## src/msd_pkg.sv

```systemverilog
// msd_pkg: shared widths, register codes and pipeline control type for the
// moving average settle detector. No dependencies.
package msd_pkg;

    localparam int NCH         = 3;
    localparam int IN_W        = 12;
    localparam int SUM_W       = 16;
    localparam int DELTA_W     = 8;
    localparam int APB_ADDR_W  = 3;
    localparam int APB_DATA_W  = 32;
    localparam int S_TDATA_W   = 40;
    localparam int M_TDATA_W   = 40;

    localparam logic [DELTA_W-1:0] DELTA_RESET = 8'd2;

    typedef enum logic [0:0] {
        REG_SETTLE_DELTA = 1'b0
    } t_reg_idx;

    typedef struct packed {
        logic accept;   // input word taken this cycle
        logic retire;   // stage B word moves into the output register
    } t_pipe_ctl;

endpackage

```

## src/msd_cfg.sv

```systemverilog
// msd_cfg: APB register file holding settle_delta.
// Depends on msd_pkg.
module msd_cfg import msd_pkg::*; (
    input  logic                  i_clk,
    input  logic                  i_rst_n,
    input  logic                  psel,
    input  logic                  penable,
    input  logic                  pwrite,
    input  logic [APB_ADDR_W-1:0] paddr,
    input  logic [APB_DATA_W-1:0] pwdata,
    output logic [APB_DATA_W-1:0] prdata,
    output logic                  pready,
    output logic [DELTA_W-1:0]    o_settle_delta
);

    logic [DELTA_W-1:0] r_settle_delta;
    t_reg_idx           reg_idx;
    logic               wr_en;

    assign reg_idx = t_reg_idx'(paddr[APB_ADDR_W-1]);
    assign pready  = 1'b1;
    assign wr_en   = psel && penable && pwrite && pready;

    always_ff @(posedge i_clk) begin
        if (!i_rst_n) begin
            r_settle_delta <= DELTA_RESET;
        end else if (wr_en) begin
            unique case (reg_idx)
                REG_SETTLE_DELTA: r_settle_delta <= pwdata[DELTA_W-1:0];
                default: ;
            endcase
        end
    end

    always_comb begin
        unique case (reg_idx)
            REG_SETTLE_DELTA: prdata = APB_DATA_W'(r_settle_delta);
            default:          prdata = '0;
        endcase
    end

    assign o_settle_delta = r_settle_delta;

endmodule

```

## src/msd_channel.sv

```systemverilog
// msd_channel: circular window and running sum of one sensor channel.
// Depends on msd_pkg.
module msd_channel import msd_pkg::*; #(
    parameter int WINDOW      = 10,
    parameter int SAMPLE_BITS = 12,
    parameter int PTR_W       = 4
) (
    input  logic                   i_clk,
    input  logic                   i_rst_n,
    input  t_pipe_ctl              i_ctl,
    input  logic [PTR_W-1:0]       i_ptr,
    input  logic [IN_W-1:0]        i_reading,
    output logic [SUM_W-1:0]       o_sum,
    output logic [SAMPLE_BITS-1:0] o_cur
);

    logic [SAMPLE_BITS-1:0] r_win [WINDOW];
    logic [SUM_W-1:0]       r_sum;
    logic [SUM_W-1:0]       n_sum;
    logic [SAMPLE_BITS-1:0] r_cur;
    logic [SAMPLE_BITS-1:0] cur;

    assign cur   = i_reading[SAMPLE_BITS-1:0];
    assign n_sum = r_sum + SUM_W'(cur) - SUM_W'(r_win[i_ptr]);

    always_ff @(posedge i_clk) begin
        if (!i_rst_n) begin
            for (int i = 0; i < WINDOW; i++) begin
                r_win[i] <= '0;
            end
            r_sum <= '0;
        end else if (i_ctl.accept) begin
            r_win[i_ptr] <= cur;
            r_sum        <= n_sum;
        end
    end

    always_ff @(posedge i_clk) begin
        if (i_ctl.accept) begin
            r_cur <= cur;
        end
    end

    assign o_sum = r_sum;
    assign o_cur = r_cur;

endmodule

```

## src/msd_decide.sv

```systemverilog
// msd_decide: window averages, per-channel stability, done latch and the
// output register. Depends on msd_pkg.
module msd_decide import msd_pkg::*; #(
    parameter int WINDOW      = 10,
    parameter int SAMPLE_BITS = 12
) (
    input  logic                   i_clk,
    input  logic                   i_rst_n,
    input  t_pipe_ctl              i_ctl,
    input  logic [SUM_W-1:0]       i_sum [NCH],
    input  logic [SAMPLE_BITS-1:0] i_cur [NCH],
    input  logic [DELTA_W-1:0]     i_delta,
    output logic [NCH-1:0]         o_stable,
    output logic                   o_done,
    output logic [IN_W-1:0]        o_base [NCH]
);

    // floor(sum / WINDOW) as (sum * MULT) >> SHIFT, exact over 16-bit sums
    localparam int          LOG_W  = (WINDOW > 1) ? $clog2(WINDOW) : 0;
    localparam int          SHIFT  = SUM_W + LOG_W;
    localparam int          PROD_W = 2 * SUM_W + 1;
    localparam longint unsigned MULT_L =
        ((64'd1 << SHIFT) + longint'(WINDOW) - 64'd1) / longint'(WINDOW);
    localparam logic [SUM_W:0] MULT = MULT_L[SUM_W:0];

    logic [PROD_W-1:0]      prod   [NCH];
    logic [SAMPLE_BITS-1:0] avg    [NCH];
    logic [SAMPLE_BITS-1:0] diff   [NCH];
    logic [NCH-1:0]         stable;
    logic [NCH-1:0]         r_stable;
    logic                   r_done;
    logic [SAMPLE_BITS-1:0] r_base [NCH];

    always_comb begin
        for (int c = 0; c < NCH; c++) begin
            prod[c]   = PROD_W'(i_sum[c]) * PROD_W'(MULT);
            avg[c]    = prod[c][SHIFT +: SAMPLE_BITS];
            diff[c]   = (avg[c] >= i_cur[c]) ? (avg[c] - i_cur[c]) : (i_cur[c] - avg[c]);
            stable[c] = diff[c] < SAMPLE_BITS'(i_delta);
        end
    end

    always_ff @(posedge i_clk) begin
        if (!i_rst_n) begin
            r_done <= 1'b0;
            for (int c = 0; c < NCH; c++) begin
                r_base[c] <= '0;
            end
        end else if (i_ctl.retire && !r_done && (&stable)) begin
            r_done <= 1'b1;
            for (int c = 0; c < NCH; c++) begin
                r_base[c] <= avg[c];
            end
        end
    end

    always_ff @(posedge i_clk) begin
        if (i_ctl.retire) begin
            r_stable <= r_done ? '1 : stable;
        end
    end

    assign o_stable = r_stable;
    assign o_done   = r_done;

    always_comb begin
        for (int c = 0; c < NCH; c++) begin
            o_base[c] = IN_W'(r_base[c]);
        end
    end

endmodule

```

## src/moving_average_settle_detector.sv

```systemverilog
// moving_average_settle_detector: top level, handshake and window pointer.
// Depends on msd_pkg, msd_cfg, msd_channel, msd_decide.
//
//  channel  | dir | tdata (low bit up)                    | tuser
//  s_axis   | in  | ammonia, reducing, oxidizing reading   | -
//  m_axis   | out | 3 stable flags, 3 base values          | calibration_done
//  apb      | cfg | settle_delta at byte address 0         | -
//
// An accepted word passes stage B, then the output register; one word per cycle
// while m_axis takes words. The window update and running sum land in stage B; the
// divide by WINDOW (a constant multiply) and compare sit in the following stage.
// Reset clears the windows, sums, pointer and done latch at once.
// A stalled m_axis holds its word; s_axis keeps accepting while stage B is
// empty or moves on.
module moving_average_settle_detector import msd_pkg::*; #(
    parameter int WINDOW      = 10,
    parameter int SAMPLE_BITS = 12
) (
    input  logic                  i_clk,
    input  logic                  i_rst_n,
    input  logic                  s_axis_tvalid,
    output logic                  s_axis_tready,
    input  logic [S_TDATA_W-1:0]  s_axis_tdata,   // [11:0] ammonia, [23:12] reducing,
                                                  // [35:24] oxidizing, [39:36] zero
    output logic                  m_axis_tvalid,
    input  logic                  m_axis_tready,
    output logic [M_TDATA_W-1:0]  m_axis_tdata,   // [0] ammonia_stable, [1] reducing_stable,
                                                  // [2] oxidizing_stable, [14:3] ammonia_base,
                                                  // [26:15] reducing_base,
                                                  // [38:27] oxidizing_base, [39] zero
    output logic                  m_axis_tuser,   // [0] calibration_done
    input  logic                  psel,
    input  logic                  penable,
    input  logic                  pwrite,
    input  logic [APB_ADDR_W-1:0] paddr,
    input  logic [APB_DATA_W-1:0] pwdata,
    output logic [APB_DATA_W-1:0] prdata,
    output logic                  pready
);

    localparam int PTR_W = (WINDOW > 1) ? $clog2(WINDOW) : 1;

    t_pipe_ctl              ctl;
    logic                   out_ready;
    logic                   r_b_valid;
    logic                   r_o_valid;
    logic [PTR_W-1:0]       r_ptr;
    logic [DELTA_W-1:0]     settle_delta;
    logic [SUM_W-1:0]       sum  [NCH];
    logic [SAMPLE_BITS-1:0] cur  [NCH];
    logic [NCH-1:0]         stable;
    logic                   done;
    logic [IN_W-1:0]        base [NCH];

    assign out_ready     = !r_o_valid || m_axis_tready;
    assign s_axis_tready = !r_b_valid || out_ready;
    assign ctl.accept    = s_axis_tvalid && s_axis_tready;
    assign ctl.retire    = r_b_valid && out_ready;

    always_ff @(posedge i_clk) begin
        if (!i_rst_n) begin
            r_b_valid <= 1'b0;
            r_o_valid <= 1'b0;
            r_ptr     <= '0;
        end else begin
            if (ctl.accept) begin
                r_b_valid <= 1'b1;
                r_ptr     <= (r_ptr == PTR_W'(WINDOW - 1)) ? '0 : r_ptr + 1'b1;
            end else if (ctl.retire) begin
                r_b_valid <= 1'b0;
            end
            if (ctl.retire) begin
                r_o_valid <= 1'b1;
            end else if (m_axis_tready) begin
                r_o_valid <= 1'b0;
            end
        end
    end

    msd_cfg u_cfg (
        .i_clk          (i_clk),
        .i_rst_n        (i_rst_n),
        .psel           (psel),
        .penable        (penable),
        .pwrite         (pwrite),
        .paddr          (paddr),
        .pwdata         (pwdata),
        .prdata         (prdata),
        .pready         (pready),
        .o_settle_delta (settle_delta)
    );

    for (genvar c = 0; c < NCH; c++) begin : g_chan
        msd_channel #(
            .WINDOW      (WINDOW),
            .SAMPLE_BITS (SAMPLE_BITS),
            .PTR_W       (PTR_W)
        ) u_channel (
            .i_clk     (i_clk),
            .i_rst_n   (i_rst_n),
            .i_ctl     (ctl),
            .i_ptr     (r_ptr),
            .i_reading (s_axis_tdata[c*IN_W +: IN_W]),
            .o_sum     (sum[c]),
            .o_cur     (cur[c])
        );
    end

    msd_decide #(
        .WINDOW      (WINDOW),
        .SAMPLE_BITS (SAMPLE_BITS)
    ) u_decide (
        .i_clk    (i_clk),
        .i_rst_n  (i_rst_n),
        .i_ctl    (ctl),
        .i_sum    (sum),
        .i_cur    (cur),
        .i_delta  (settle_delta),
        .o_stable (stable),
        .o_done   (done),
        .o_base   (base)
    );

    assign m_axis_tvalid = r_o_valid;
    assign m_axis_tuser  = done;
    assign m_axis_tdata  = {1'b0, base[2], base[1], base[0], stable};

endmodule

```

## config.mk

```make
export PLATFORM = sky130hd
export DESIGN_NAME = moving_average_settle_detector
export DESIGN_NICKNAME = d
export VERILOG_FILES = /design/src/msd_pkg.sv /design/src/msd_cfg.sv /design/src/msd_channel.sv /design/src/msd_decide.sv /design/src/moving_average_settle_detector.sv
export SDC_FILE = /design/constraint.sdc
export NUM_CORES = 2
export LEC_CHECK = 0
export ABC_AREA = 1
export ABC_CLOCK_PERIOD_IN_PS = 16800
export BUFFER_PORTS_ARGS = -buffer_cell sky130_fd_sc_hd__clkbuf_2
export CAP_MARGIN = 10
export CORE_MARGIN = 2
export CORE_UTILIZATION = 38
export CTS_CLUSTER_DIAMETER = 60
export DETAILED_ROUTE_END_ITERATION = 6
export PLACE_DENSITY = 0.53
export SLEW_MARGIN = 10
export SYNTH_ARGS = -nofsm -noshare
export SYNTH_HDL_FRONTEND = slang
export SYNTH_SLANG_ARGS = --single-unit
```

## constraint.sdc

```tcl
create_clock -name i_clk -period 16.8 [get_ports i_clk]
set_input_delay 0.84 -clock i_clk [delete_from_list [all_inputs] [get_ports i_clk]]
set_output_delay 0.84 -clock i_clk [all_outputs]
set_load 0.02 [all_outputs]
```

==> qor.csv <==
stage;metric;value;unit
floorplan;site row count;134;
placed_design;DPL Wire Length;100000;um
synth;Main synth FF type;edfxtp_1;
setup_path;Worst Path Arrival;10.41;ns
status;status;completed;
timing;RSZ-0062 raised after global routing;no;
timing;# setup viols final;0;
floorplan;IO Count;158;
global_route;largest net degree at the start of global routing;225;
cts;CTS clk-pin slew, worst paths;0.06;ns
global_route;first-pass GRT wire length;219000;um
placed_design;IO buf count;101;
cts;Post-CTS Resized;0;
route;vias per cell;5.05;
route;Post-DRT Antenna Nets;0;
timing;final hold vios;0;
setup_path;Crit path required time;17.06;ns
cts;clk sinks;718;
synth;Post-synth ARST share;0;
setup_path;Worst path slowest cell;nand2_2;
floorplan;Initial Util;0.383;
floorplan;Die Ht;371;um
final_layout;synthesis-to-layout area growth;10.0;%
final_layout;commonest non-fill, non-tap cell in the layout;inv_1;
final_layout;final net count;6330;
cts;Longest Clk Path Bufs;3;
floorplan;CORE AREA;134000;um^2
synth;Syn Std Cell Area;51200;um^2
setup_path;critical path class;flop to flop;
timing;hold slack;0.375;ns
cts;Post-CTS Setup Inserts;0;
cts;CTS buffer count;86;
synth;average size of a mapped cell;9.52;um^2
setup_path;Setup crit end kind;flop;
setup_path;Crit Path Max Fanout;36;
cts;htree depth;3;
cts;worst skew pair latency;0.70;ns
timing;fmax;98.5;MHz
floorplan;die area;138000;um^2
timing;Max Slew Vio Count;0;
setup_path;slowest stage delay, CP;0.78;ns
final_layout;most frequent cells in the layout;inv_1, edfxtp_1, nand2_1, ha_1, nor2_1;
job;maxcap violations;0;
synth;Netlist cell types;52;
cts;Post-CTS Hold Buffers;0;
timing;Tcrit/Tclk final;0.604;
timing;Worst Clk Skew;0.0614;ns
placed_design;gpl congestion;0.911;
synth;synthesized flop and latch total;718;
timing;Max-slew headroom;0.216;
timing;Min Clock Period, post-route;10.15;ns
synth;Cells after Synth;5383;
global_route;GR Overflow Total;0;
timing;Sum Neg Setup Slack;0;ns
route;drt drc;0;
route;Wirelength per Cell;19.7;um
final_layout;layout cells sized above 1;0.0657;
route;DR pass1 iterations;6;
route;1st-iter DRT viols;2621;
floorplan;die span in x;371;um
cts;Root Driver;clkbuf_16;
hold_path;HP Class;input pin to flop;
global_route;GRT Overall Usage;0.209;
timing;Least-Margin Pin Slew;1.18;ns
synth;Post-synth EDFFs;651;
route;final WL;143000;um
synth;register area share after synthesis;0.408;
synth;Ys Warns;0;
global_route;via count of the first global-routing pass;36645;
setup_path;Critical Path Source Type;flop;
route;via count;36798;
global_route;initial antenna violation count;4;
cts;CTS tree;done;
==> layer usage <==
layer  wire (um)  share of wire  global-route usage  vias up
met5           0              0                   0        -
li1            -              -                   -    17825
met3        7410          0.052              0.0252      174
met4        3400          0.024              0.0578        0
met1       66200           0.46               0.289    17868
met2       66400           0.46               0.345      931
==> state kept, by name, indices dropped and copies added (netlist names), named ones only <==
register                count
u_decide.r_base            36
r_b_valid                   1
g_chan.u_channel.o_cur     36
u_decide.o_done             1
u_cfg.o_settle_delta        8
g_chan.u_channel.r_win    576
g_chan.u_channel.o_sum     48
u_decide.o_stable           3
m_axis_tvalid               1
r_ptr                       4
==> cell usage after synthesis (31+ instances only) <==
cell type  instances  share of area
a21oi_1          330          0.032
clkbuf_1         116         0.0085
dfxtp_1           67          0.026
edfxtp_1         651           0.38
fa_1             283           0.11
ha_1             513           0.13
inv_1           1121          0.082
mux2i_1          152          0.030
nand2_1          629          0.046
nand3_1          155          0.015
nor2_1           510          0.037
nor2_2            38         0.0046
nor3_1            31         0.0030
o211ai_1         146          0.021
o21ai_0          305          0.030
o22ai_1           32         0.0039
xor2_1            43         0.0074
==> metrics by stage <==
| stage | std cells | cell area, um^2 | worst slack (ns) | util |
|---|---|---|---|---|
| final | 7290 | 56400 | 6.65 | 0.422 |
| after global routing | 7289 | 56400 | 5.88 | 0.422 |
| after CTS | 7289 | 56400 | 6.62 | 0.422 |
| after detailed placement | 7132 | 53600 | 6.67 | 0.401 |
| after global placement | 7132 | 53600 | 6.69 | 0.401 |
| after floorplan | 5407 | 51300 | 8.27 | - |
==> final cells by class <==
| type | instances | area, um^2 |
|---|---|---|
| Sequential cell | 718 | 20900 |
| Inverter | 1133 | 4260 |
| Timing Repair Buffer | 143 | 833 |
| Fill cell | 13063 | 77300 |
| Tap cell | 1768 | 2210 |
| Antenna cell | 1 | 2.50 |
| Clock buffer | 99 | 2210 |
| Multi-Input combinational cell | 3370 | 25400 |
| Clock inverter | 58 | 527 |
==> critical path, delay by kind of cell, from the launching register on <==
kind,cells,cell delay [ns]
compound gates,3,0.82
xor+xnor,2,0.66
fa+ha+maj,9,3.62
buf+inv,7,0.78
flops,1,0.55
simple gates,18,3.28
==> path summary, 6_finish.rpt <==
kind	start	endpoint	slack, ns	cells past startpoint
hold / removal	s_axis_tdata[30]	g_chan[2].u_channel.o_cur[6]	0.38	1
setup / recovery	g_chan[0].u_channel.o_sum[13]	u_decide.r_base[0][23]	6.65	39
setup reg to reg	g_chan[0].u_channel.o_sum[13]	u_decide.r_base[0][23]	6.65	39
hold reg to reg	u_decide.o_done	u_decide.o_done	0.50	2
==> kinds of logic after synthesis <==
logic type,after synthesis,share of synthesized area
mux,152,0.0297
buf+inv,1319,0.0999
simple gates,1431,0.115
compound gates,898,0.0999
xor+xnor,67,0.0115
other cells,2,0.000147
flops,718,0.408
fa+ha+maj,796,0.236
Power is not shown: default switching activity piles up to over one toggle a cycle in this logic, so the estimate is an artifact.
